===== config.mk =====
export PLATFORM = sky130hd
export DESIGN_NAME = cti_queue
export DESIGN_NICKNAME = d
export VERILOG_FILES = /design/src/cti_pkg.sv /design/src/cti_queue.sv
export SDC_FILE = /design/constraint.sdc
export NUM_CORES = 1
export LEC_CHECK = 0
export ABC_AREA = 1
export BUFFER_PORTS_ARGS = -buffer_cell sky130_fd_sc_hd__buf_2
export CORE_MARGIN = 3
export CORE_UTILIZATION = 30
export CTS_CLUSTER_SIZE = 30
export DETAILED_ROUTE_END_ITERATION = 8
export MAX_ROUTING_LAYER = met4
export PLACE_DENSITY = 0.55
export SETUP_SLACK_MARGIN = 0.1
export SLEW_MARGIN = 30
export SYNTH_ARGS = -nofsm -noshare
export SYNTH_HDL_FRONTEND = slang
export SYNTH_SLANG_ARGS = --single-unit

===== constraint.sdc =====
create_clock -name clock -period 1.7 [get_ports clock]
set_input_delay 0 -clock clock [delete_from_list [all_inputs] [get_ports clock]]
set_output_delay 0 -clock clock [all_outputs]
set_load 0.1 [all_outputs]

===== src/cti_pkg.sv =====
`timescale 1ns / 1ps
// cti_pkg: shared widths, register indexes, flag struct, count clamp and mu-law table
// for the channel time integrator. Depends on nothing.

package cti_pkg;

   localparam int DEFAULT_MAX_CHANNELS    = 1024;
   localparam int DEFAULT_MAX_INTEGRATION = 1024;

   localparam int SAMPLE_W      = 16;
   localparam int VALUE_W       = 17;  // expanded sample, unsigned Q1.16 up to 1.0
   localparam int CHANNEL_W     = 10;  // rsp_channel port
   localparam int CFG_COUNT_W   = 11;
   localparam int CFG_COUNT_MAX = (2 ** CFG_COUNT_W) - 1;
   localparam int CSR_INDEX_W   = 4;
   localparam int CSR_DATA_W    = 11;
   localparam int QUEUE_DEPTH   = 4;

   localparam logic [CSR_INDEX_W-1:0] CSR_NUM_CHANNELS       = CSR_INDEX_W'(0);
   localparam logic [CSR_INDEX_W-1:0] CSR_INTEGRATION_LENGTH = CSR_INDEX_W'(1);
   localparam logic [CSR_INDEX_W-1:0] CSR_WIDE_SAMPLES       = CSR_INDEX_W'(2);
   localparam logic [CSR_INDEX_W-1:0] CSR_MULAW_ENABLE       = CSR_INDEX_W'(3);

   localparam logic [CFG_COUNT_W-1:0] RESET_NUM_CHANNELS       = CFG_COUNT_W'(1024);
   localparam logic [CFG_COUNT_W-1:0] RESET_INTEGRATION_LENGTH = CFG_COUNT_W'(1);

   typedef struct packed {
      logic last_chan;
      logic last_spec;
   } cti_flags_type;

   typedef logic [VALUE_W-1:0] cti_table_type [256];

   // zero acts as one, anything above the limit acts as the limit
   function automatic logic [CFG_COUNT_W-1:0] clamp_count(
      input logic [CFG_COUNT_W-1:0] raw,
      input logic [CFG_COUNT_W-1:0] limit);
      logic [CFG_COUNT_W-1:0] result;
      unique if (raw == '0) begin
         result = CFG_COUNT_W'(1);
      end else if (raw > limit) begin
         result = limit;
      end else begin
         result = raw;
      end
      return result;
   endfunction

   // mu 255 expansion: round(65536 * (256^(b/255) - 1) / 255)
   function automatic cti_table_type build_mulaw_table();
      cti_table_type t;
      real           p;
      for (int b = 0; b < 256; b++) begin
         p    = 2.0 ** (real'(8 * b) / 255.0);
         t[b] = VALUE_W'($rtoi((65536.0 * (p - 1.0) / 255.0) + 0.5));
      end
      return t;
   endfunction

   localparam cti_table_type MULAW_TABLE = build_mulaw_table();

endpackage


===== src/cti_queue.sv =====
`timescale 1ns / 1ps
// cti_queue: small register FIFO between the front and back parts.
// Uses cti_pkg for its default depth.

module cti_queue
   import cti_pkg::*;
#(
   parameter int DATA_W = 1,
   parameter int DEPTH  = QUEUE_DEPTH
) (
   input  logic              clock,
   input  logic              reset,
   input  logic              push_valid,
   output logic              push_ready,
   input  logic [DATA_W-1:0] push_data,
   output logic              pop_valid,
   input  logic              pop_ready,
   output logic [DATA_W-1:0] pop_data
);

   localparam int PTR_W = (DEPTH > 1) ? $clog2(DEPTH) : 1;
   localparam int CNT_W = $clog2(DEPTH + 1);

   logic [DATA_W-1:0] entry_ff [DEPTH];
   logic [PTR_W-1:0]  wr_ptr_ff, wr_ptr_in, rd_ptr_ff, rd_ptr_in;
   logic [CNT_W-1:0]  count_ff, count_in;
   logic              do_push, do_pop;

   assign push_ready = count_ff != CNT_W'(DEPTH);
   assign pop_valid  = count_ff != '0;
   assign pop_data   = entry_ff[rd_ptr_ff];
   assign do_push    = push_valid && push_ready;
   assign do_pop     = pop_valid && pop_ready;

   always_comb begin
      wr_ptr_in = wr_ptr_ff;
      rd_ptr_in = rd_ptr_ff;
      count_in  = count_ff;
      if (do_push) begin
         wr_ptr_in = (wr_ptr_ff == PTR_W'(DEPTH - 1)) ? '0 : wr_ptr_ff + PTR_W'(1);
      end
      if (do_pop) begin
         rd_ptr_in = (rd_ptr_ff == PTR_W'(DEPTH - 1)) ? '0 : rd_ptr_ff + PTR_W'(1);
      end
      if (do_push && !do_pop) begin
         count_in = count_ff + CNT_W'(1);
      end else if (do_pop && !do_push) begin
         count_in = count_ff - CNT_W'(1);
      end
   end

   always_ff @(posedge clock) begin
      if (reset) begin
         wr_ptr_ff <= '0;
         rd_ptr_ff <= '0;
         count_ff  <= '0;
      end else begin
         wr_ptr_ff <= wr_ptr_in;
         rd_ptr_ff <= rd_ptr_in;
         count_ff  <= count_in;
      end
   end

   always_ff @(posedge clock) begin
      if (do_push) begin
         entry_ff[wr_ptr_ff] <= push_data;
      end
   end

endmodule


Word level (Yosys, flattened, before mapping)
Memory sizes are Yosys's and may differ from the RTL's. A register that Yosys moved wholly into a read port is not among the register bits.
Cells that the tools add are included.
{"block": "totals", "ff_bits": 7, "ramBits": 4, "inputBits": 5, "out_inout_bits": 3, "wordCells": 27, "memories": 1}
{"block": "op_classes", "n_addsub": 4, "eq_ne": 3, "muxes": 8, "n_reduce_logical": 8}
{"memory": "entry_ff", "depth": 4, "word_bits": 1, "read_ports": 1, "rd_ports_with_merged_regs": 1, "write_ports": 1, "line_no": "cti_queue.sv:24", "rtl": "logic [DATA_W-1:0] entry_ff [DEPTH];"}
{"operator": "$mux W2", "count": 4}
{"operator": "$mux W3", "count": 2}
{"operator": "$add A2 B1 Y2 const B", "count": 2}
{"operator": "$eq A2 B2 Y1 const B", "count": 2}
{"operator": "$logic_and A1 B1 Y1", "count": 4}
{"operator": "$add A3 B1 Y3 const B", "count": 1}
{"operator": "$ne A3 B3 Y1 const B", "count": 1}
{"operator": "$reduce_bool A3 Y1", "count": 1}
{"operator": "$sub A3 B1 Y3 const B", "count": 1}
{"operator": "$logic_not A1 Y1", "count": 2}
{"operator": "$mux W1", "count": 2}
{"operator": "$reduce_bool A2 Y1", "count": 1}

Logic depth before layout (Yosys ltp)
Gate-level depths: netlist of run 1.
{"block": "depth", "word_depth": 6, "ltp_mapped": 13, "depth_no_buf": 13}

Worst setup path before layout of run 1
OpenSTA, ideal clock, no wires.
{"block": "synth_timing", "kind": "reg-to-output", "from": "register (tool-made name)", "to": "output pop_data", "arrival_ns": 2.500, "required_ns": 1.700, "setup_slack_ns": -0.800, "stages_incl_launch_ff": 4, "path_buffers": 0, "cell_sequence": "dfxtp_1 -> inv_1 -> nor2_1 -> o21ai_0"}
{"item": "end: declaration", "line_no": "cti_queue.sv:18", "rtl": "output logic [DATA_W-1:0] pop_data"}

Worst setup path in the final report of run 1
{"block": "layout_timing", "from": "register count_ff[1]", "to": "register count_ff[1]"}
{"block": "layout_via", "elab_cells_between_ends": 13, "cone_classes": "2 x add/sub; 1 x eq/ne; 2 x mux; 8 x reduce/logical"}
{"item": "start: declaration", "line_no": "cti_queue.sv:26", "rtl": "logic [CNT_W-1:0] count_ff, count_in;"}
{"item": "start signal: assignment", "line_no": "cti_queue.sv:60", "rtl": "count_ff <= count_in;"}
{"item": "$ne A3 B3 Y1", "line_no": "cti_queue.sv:29", "rtl": "assign push_ready = count_ff != CNT_W'(DEPTH);"}
{"item": "$logic_and A1 B1 Y1", "line_no": "cti_queue.sv:32", "rtl": "assign do_push = push_valid && push_ready;"}
{"item": "net do_push", "line_no": "cti_queue.sv:27", "rtl": "logic do_push, do_pop;"}
{"item": "$logic_and A1 B1 Y1", "line_no": "cti_queue.sv:45", "rtl": "if (do_push && !do_pop) begin"}
{"item": "$mux W3", "line_no": "cti_queue.sv:45"}
{"item": "net count_in[1]", "line_no": "cti_queue.sv:26"}
The timed path passes the listed nets, and every way through them passes these cells. The select of a mux whose other input is x is not followed.
A chain may end at the register's enable or synchronous reset.

==> flow_summary.json, run 1 <==
{
  "cts_buffer_depth": 2,
  "fmax_mhz": 583.8,
  "cts_buffers": 3,
  "critPathSlowestCell": "fa_2",
  "placed_cell_area_um2": 823.3,
  "place.gp.congestion": 0.7195,
  "track_usage": 0.1065,
  "wire_per_inst_um": 9.070,
  "ys_warn_count": 0,
  "synth_cells": 80,
  "fin_nets": 114,
  "reg2reg_to": "count_ff[1]",
  "tightest_slew_ns": 0.4834,
  "place_ws_ns": -0.01753,
  "syn-num-nets": 92,
  "dominantRegCellSynth": "dfxtp_1",
  "cts_tree": "done",
  "fin_ws_ns": -0.01284,
  "crit_arrival_ns": 1.89,
  "crit_path_max_fanout": 2,
  "ys_ff_latch": 13,
  "r2r-start": "count_ff[1]",
  "rsz0062_at_grt": "yes",
  "yosysUniqueCellTypes": 17,
  "drt_iter0_drc": 5,
  "die_h_um": 53.59,
  "hold-path-endpoint": "wr_ptr_ff[1]",
  "hold_depth": 3,
  "post-route-min-period_ns": 1.713,
  "drv_slew": 0,
  "finalCritPeriodShare": 1.008,
  "antenna_found_initial": 0,
  "ant_nets": 0,
  "cts_root_buf": "clkbuf_4",
  "route.met2.wl_um": 578,
  "cts.sinks": 13,
  "netlist.area_leader.share": 0.2652,
  "yosys-top-cells-area": "dfxtp_1 (27%), edfxtp_1 (18%), ha_1 (11%)",
  "synthArstFlopShare": 0,
  "r2r_cells": 9,
  "slowest_delay_ns": 0.43,
  "fin_skew_ns": 0.001899,
  "first_global_vias": 541,
  "grt_remaining_overflow": 0,
  "n_antenna_cell": 0,
  "dr.pass1.iters": 4,
  "dp_hpwl_um": 863.8,
  "die_x_um": 53.59,
  "cts.reportedPaths.clkPinSlew_ns": 0.09,
  "r2r_slack_ns": -0.01,
  "met3_length_um": 35,
  "rows": 16,
  "cap_violations": 0,
  "num_vias": 523,
  "required_ns": 1.88,
  "yosys-top-cells-count": "nor2_1 (16), inv_1 (14), nand2_1 (10)",
  "ys_seq_area_frac": 0.4420,
  "clock_latency_ns": 0.28,
  "avgSynthCellArea_um2": 8.493,
  "yosysTopAreaCell": "dfxtp_1",
  "crit_chain": "nor2_4, nand2_8, nand2_4, inv_2, ha_4, inv_4, fa_2, o21ai_2, nor2_1",
  "synth.most_common_cell": "nor2_1",
  "via_per_inst": 4.086,
  "cp-end-kind": "flip-flop",
  "initial_core_util": 0.3327,
  "finalHoldViolCount": 0,
  "htreeDepth": 1,
  "core_area_um2": 2042,
  "stdcell_area_um2": 902.1,
  "synth_edf_count": 4,
  "top_layer_used": "met4",
  "wl_met1_um": 514,
  "max-slew-margin-rel": 0.6800,
  "worstHoldPathType": "in2reg",
  "io_buffers": 7,
  "synth_area_um2": 679.4,
  "hold_start": "push_valid",
  "area_delta_synth_final_pct": 32.78,
  "wirelength_um": 1161,
  "layout-drive-gt1-share": 0.3465,
  "status": "complete, but fails checks",
  "cp-start-kind": "flip-flop",
  "grt_max_degree": 9,
  "grt_pass1_wl_um": 2132,
  "dieArea_um2": 2872,
  "io_pins": 8,
  "finalSetupViolCount": 1,
  "drc": 0,
  "crit_type": "reg2reg",
  "violations": "negative setup slack"
}
==> metal layers <==
metal	vias to the layer above	track usage
met3	4	0.02493
li1	288	-
met4	0	0.06383
met5	-	-
met1	223	0.1128
met2	8	0.1796
==> placed cells by master, fill, tap and decap left out <==
| cell type | synthesis | layout |
|---|---|---|
| inv_4 | 0 | 1 |
| o21ai_0 | 5 | 3 |
| ha_1 | 6 | 5 |
| clkinv_2 | 0 | 1 |
| nand3_1 | 1 | 1 |
| dfxtp_1 | 9 | 7 |
| a21oi_1 | 3 | 3 |
| inv_1 | 14 | 12 |
| ha_4 | 0 | 1 |
| dfxtp_2 | 0 | 2 |
| buf_2 | 0 | 6 |
| buf_4 | 0 | 10 |
| inv_2 | 1 | 2 |
| o21ai_1 | 0 | 1 |
| nand2_1 | 10 | 10 |
| nand2_8 | 0 | 2 |
| dlygate4sd3_1 | 0 | 1 |
| edfxtp_1 | 4 | 4 |
| fa_2 | 0 | 1 |
| nor2_2 | 2 | 2 |
| nand3b_1 | 2 | 2 |
| nor2_1 | 16 | 16 |
| nor2_4 | 1 | 1 |
| o21ai_2 | 0 | 1 |
| clkbuf_4 | 0 | 3 |
| nand4_1 | 1 | 1 |
| nand2_4 | 3 | 2 |
==> worst max path at each step <==
stage | from | endpoint | slack (ns) | depth (start not counted)
floorplan | count_ff[1] | count_ff[2] | -0.12 | 12
global placement | count_ff[1] | count_ff[2] | 0.009 | 12
finish | count_ff[1] | count_ff[1] | -0.01 | 9
detailed placement | count_ff[1] | count_ff[2] | -0.02 | 12
global route | count_ff[1] | count_ff[2] | -0.08 | 11
CTS | count_ff[0] | count_ff[1] | 0.01 | 9
==> through the flow <==
step	std cells	utilization	hold WS [ns]	TNS [ns]
after floorplan	80	-	0.09887	-0.2787
after global placement	119	0.4032	0.2191	0
after detailed placement	119	0.4032	0.2251	-0.03029
after CTS	126	0.4320	0.03236	0
after global routing	128	0.4418	0.04593	-0.1519
final	128	0.4418	0.03092	-0.01284
==> worst max-delay path, delay by kind of cell, from the launching register on <==
family                     cells  cell delay [ns]
AOI/OAI and AO/OA              1             0.15
DFF                            1             0.34
and+or+nand+nor                4             0.44
adders and majority gates      2             0.59
buffers and inverters          2             0.09
==> logic make-up (layout without fill, tap and decap cells) <==
logic type,Yosys count,count (layout),synth area share
compound gates,8,8,0.05892
simple gates,37,37,0.2762
fa+ha+maj,7,7,0.1400
flops,13,13,0.4420
buf+inv,15,36,0.08287
==> cell type report <==
type / count / area (um2)
clock buffers: 3 / 22.52
flip-flops and latches: 13 / 302.8
clock inverters: 1 / 5.005
multi-input cells: 52 / 364.1
inverters: 15 / 58.81
well taps: 27 / 33.78
fillers: 215 / 1140
repair buffers: 17 / 115.1
==> repair_timing <==
item,in CTS,in global routing
gates cloned,0,0
pin swaps,7,4
resized for setup,2,3
hold buffers,1,0
hold endpoints to repair,4,0
setup buffers,2,2
setup endpoints to repair,2,2
Power of run 1 is not shown: default switching activity piles up to over one toggle a cycle in this logic, so the estimate is an artifact.
==> run 2: changes to the inputs <==
--- a/config.mk
+++ b/config.mk
@@ -12,7 +12,7 @@
 export CTS_CLUSTER_SIZE = 30
 export DETAILED_ROUTE_END_ITERATION = 8
 export MAX_ROUTING_LAYER = met4
-export PLACE_DENSITY = 0.55
+export PLACE_DENSITY = 0.54
 export SETUP_SLACK_MARGIN = 0.1
 export SLEW_MARGIN = 30
 export SYNTH_ARGS = -nofsm -noshare
==> flow_summary.json, run 2 (synthesis gave the netlist of run 1 again) <==
{
  "cp_top_family": "adder cells",
  "cts.reportedPaths.clkPinSlew_ns": 0.09,
  "crit_path_max_fanout": 2,
  "num-fill-cells": 219,
  "via_per_inst": 4.116,
  "cts_buffers": 3,
  "cap_violations": 0,
  "status": "complete, but fails checks",
  "max-slew-margin-rel": 0.6760,
  "finalCritPeriodShare": 1.002,
  "grt_pass1_wl_um": 2083,
  "crit_arrival_ns": 1.88,
  "post-route-min-period_ns": 1.704,
  "core_area_um2": 2042,
  "fmax_mhz": 586.8,
  "htreeDepth": 1,
  "cts_buffer_depth": 2,
  "worstHoldPathType": "in2reg",
  "dieArea_um2": 2872,
  "die_x_um": 53.59,
  "fin_ws_ns": -0.004044,
  "rsz0062_at_grt": "yes",
  "place.gp.congestion": 0.7136,
  "tightest_slew_ns": 0.4894,
  "die_h_um": 53.59,
  "critPathSlowestCell": "fa_2",
  "layout.cells.non_filler": 129,
  "first_global_vias": 503,
  "antenna_found_initial": 0,
  "finalHoldViolCount": 0,
  "drt_iter0_drc": 6,
  "drc": 0,
  "clock_latency_ns": 0.28,
  "finalSetupViolCount": 1,
  "rows": 16,
  "register_area_um2": 302.8,
  "violations": "negative setup slack",
  "crit_type": "reg2reg",
  "wire_per_inst_um": 9.295,
  "fin_skew_ns": 0.004968,
  "fin_nets": 115,
  "io_pins": 8,
  "dr.pass1.iters": 4,
  "drv_slew": 0,
  "area_delta_synth_final_pct": 35.17,
  "crit_chain": "nor2_4, nand2_8, nand2_4, inv_4, ha_4, inv_4, fa_2, o21ai_1, nor2_1",
  "initial_core_util": 0.3327,
  "num_vias": 531,
  "ant_nets": 0,
  "cpMostUsedCell": "inv_4",
  "cp_num_buf_inv": 2,
  "grt_remaining_overflow": 0,
  "final_common_cell": "nor2_1",
  "io_buffers": 7,
  "multiInputGateArea_um2": 370.4,
  "track_usage": 0.1109,
  "cts_tree": "done",
  "place_ws_ns": -0.02111,
  "mostFrequentLayoutCells": "nor2_1 (16), inv_1 (11), buf_4 (10), nand2_1 (8), dfxtp_1 (7)",
  "wirelength_um": 1199,
  "grt_max_degree": 9,
  "cp-start-kind": "flip-flop",
  "n_antenna_cell": 0,
  "slowest_delay_ns": 0.43,
  "required_ns": 1.88,
  "layout-drive-gt1-share": 0.3824,
  "cts_root_buf": "clkbuf_4",
  "dp_hpwl_um": 898.5,
  "cts.sinks": 13,
  "cp-end-kind": "flip-flop",
  "dpl.cell_count": 120
}
## run 2: cell types whose count changed in the layout (fill, tap and decap cells not counted), sizes merged
cell	change
clkbuf	+1
## run 2: what timing repair did
action,CTS,global route
endpoints found under the setup margin,2,2
pin swaps,6,9
endpoints found under the hold margin,4,0
gates resized for setup,1,7
buffers inserted,1,3
hold buffers,1,0
## run 2: cell type report
cell class | instances | area share
clock inverters | 1 | 0.005450
clock buffers | 3 | 0.02452
flip-flops and latches | 13 | 0.3297
repair buffers | 18 | 0.1335
well taps | 27 | 0.03678
multi-input cells | 52 | 0.4033
inverters | 15 | 0.06676
## run 2: final timing paths
path | depth (start not counted) | slack (ns) | from | end
setup reg to reg | 9 | -0.004 | count_ff[1] | count_ff[1]
hold / removal | 3 | 0.04 | push_valid | wr_ptr_ff[1]
setup / recovery | 9 | -0.004 | count_ff[1] | count_ff[1]
hold reg to reg | 2 | 0.55 | wr_ptr_ff[1] | wr_ptr_ff[1]
## run 2: stage by stage
stage	util	TNS (ns)	instance area (um2)	hold slack [ns]
final	0.4498	-0.004044	918.4	0.04038
after global routing	0.4498	-0.1990	918.4	0.06150
after global placement	0.4069	0	830.8	0.2166
after CTS	0.4301	0	878.3	0.03106
after detailed placement	0.4069	-0.02111	830.8	0.2221
after floorplan	-	-0.2787	716.9	0.09887
## run 2: metal layers
metal	GRT usage	vias to the layer above	routed length, um
met4	0.07660	0	0
met1	0.1168	235	572
met3	0.04155	0	26
met5	-	-	0
li1	-	290	-
met2	0.1714	6	601
## run 2: tightest hold or removal path: cells and delay by family
kind	cells	cell delay, ns
compound gates	1	0.07
buf+inv	1	0.12
simple gates	1	0.09
Power of run 2 is left out for the same reason.
==> run 3: changes to the inputs <==
--- a/config.mk
+++ b/config.mk
@@ -12,7 +12,6 @@
 export CTS_CLUSTER_SIZE = 30
 export DETAILED_ROUTE_END_ITERATION = 8
 export MAX_ROUTING_LAYER = met4
-export PLACE_DENSITY = 0.54
 export SETUP_SLACK_MARGIN = 0.1
 export SLEW_MARGIN = 30
 export SYNTH_ARGS = -nofsm -noshare
==> flow_summary.json, run 3 (synthesis gave the netlist of run 1 again) <==
{
  "critPathCapture": "count_ff[1]",
  "cap_violations": 0,
  "ant_nets": 0,
  "reg2reg_to": "count_ff[1]",
  "rows": 16,
  "leakage_nw": 0.4260,
  "die_h_um": 53.59,
  "initial_core_util": 0.3327,
  "antenna_found_initial": 0,
  "io_pins": 8,
  "r2r_slack_ns": -0.01,
  "via_per_inst": 4.260,
  "htreeDepth": 1,
  "final_common_cell": "nor2_1",
  "first_global_vias": 494,
  "die_x_um": 53.59,
  "drc": 0,
  "vdd_ir_drop_max_v": 0.001061,
  "finalSetupViolCount": 1,
  "pwr_density_cell_nw_per_um2": 1982,
  "mostFrequentLayoutCells": "nor2_1 (16), inv_1 (12), buf_4 (12), nand2_1 (10)",
  "crit_path_max_fanout": 2,
  "max-slew-margin-rel": 0.6713,
  "track_usage": 0.1029,
  "totalPowerFinal_w": 0.001823,
  "cts.reportedPaths.clkPinSlew_ns": 0.08,
  "area_delta_synth_final_pct": 35.36,
  "hold_start": "push_valid",
  "cp-start-kind": "flip-flop",
  "place_ws_ns": -0.02666,
  "wire_per_inst_um": 8.992,
  "grt_max_degree": 8,
  "dr.pass1.iters": 4,
  "tightest_slew_ns": 0.4965,
  "grt_pass1_wl_um": 1959,
  "fin_ws_ns": -0.01198,
  "setup_tns_ns": -0.01198,
  "cts_buffers": 3,
  "place.gp.congestion": 0.7270,
  "wirelength_um": 1178,
  "cp-end-kind": "flip-flop",
  "r2r-start": "count_ff[1]",
  "dp_hpwl_um": 864.1,
  "status": "complete, but fails checks",
  "cts_tree": "done",
  "layout-drive-gt1-share": 0.3462,
  "clock_latency_ns": 0.28,
  "dieArea_um2": 2872,
  "drt_iter0_drc": 2,
  "cts_root_buf": "clkbuf_4",
  "required_ns": 1.87,
  "worstSetupStartpoint": "count_ff[1]",
  "grt_remaining_overflow": 0,
  "fmax_mhz": 584.1,
  "io_buffers": 7,
  "core_area_um2": 2042,
  "finalHoldViolCount": 0,
  "crit_arrival_ns": 1.89,
  "cts_buffer_depth": 2,
  "worstHoldPathType": "in2reg",
  "fin_skew_ns": 0.009755,
  "num_vias": 558,
  "n_antenna_cell": 0,
  "rsz0062_at_grt": "yes",
  "finalCritPeriodShare": 1.007,
  "cts.sinks": 13,
  "r2r_cells": 9,
  "post-route-min-period_ns": 1.712,
  "drv_slew": 0,
  "violations": "negative setup slack",
  "crit_type": "reg2reg",
  "fin_nets": 117
}
-- run 3: cell types whose count changed in the layout (fill, tap and decap cells not counted), sizes merged --
| cell | change |
|---|---|
| buf | +3 |
| clkinv | -1 |
-- run 3: worst min-delay path by stage --
stage | endpoint | cells after the start
global placement | entry_ff[1] | 1
global route | wr_ptr_ff[1] | 3
finish | wr_ptr_ff[1] | 3
detailed placement | entry_ff[3] | 1
floorplan | entry_ff[0] | 0
CTS | wr_ptr_ff[1] | 3
-- run 3: area by class of cell --
class / count / area [um2]
timing repair buffer: 20 / 135.1
tap: 27 / 33.78
inverter: 15 / 61.31
multi-input combinational: 52 / 360.3
fill: 216 / 1122
sequential: 13 / 302.8
clock buffer: 4 / 26.28
-- run 3: worst max-delay path, stage by stage (launching register included) --
cell and delay [ns]:
dfxtp_2 0.34, nor2_4 0.23, nand2_8 0.07, nand2_4 0.09
inv_4 0.03, ha_4 0.16, inv_4 0.05, fa_2 0.42
o21ai_1 0.15, nor2_1 0.06
-- run 3: where the power goes --
part / switching [W] / leakage, nW / internal [W]
logic: 0.000724 / 0.299 / 0.000421
registers: 0.0000775 / 0.112 / 0.000414
clock network: 0.0000951 / 0.0150 / 0.0000909
-- run 3: timing repair --
action | 4_1_cts | 5_1_grt
hold buffers | 1 | 0
pin swaps | 6 | 4
setup endpoints to repair | 2 | 2
setup buffers | 4 | 2
gates resized for setup | 2 | 1
hold endpoints to repair | 4 | 0
-- run 3: metrics by stage --
stage	area [um2]	util	hold WS, ns	std cells
floorplan	716.9	-	0.09887	80
finish	919.6	0.4504	0.03119	131
global placement	830.8	0.4069	0.2221	120
detailed placement	830.8	0.4069	0.2179	120
CTS	902.1	0.4418	0.03165	129
global route	919.6	0.4504	0.05211	131
-- run 3: layer usage --
metal	routed length (um)	GRT usage
met4	13	0.05106
met2	606	0.1714
met5	0	-
met1	503	0.09915
met3	54	0.04986
No activity file was read; power rests on OpenSTA's default activity.
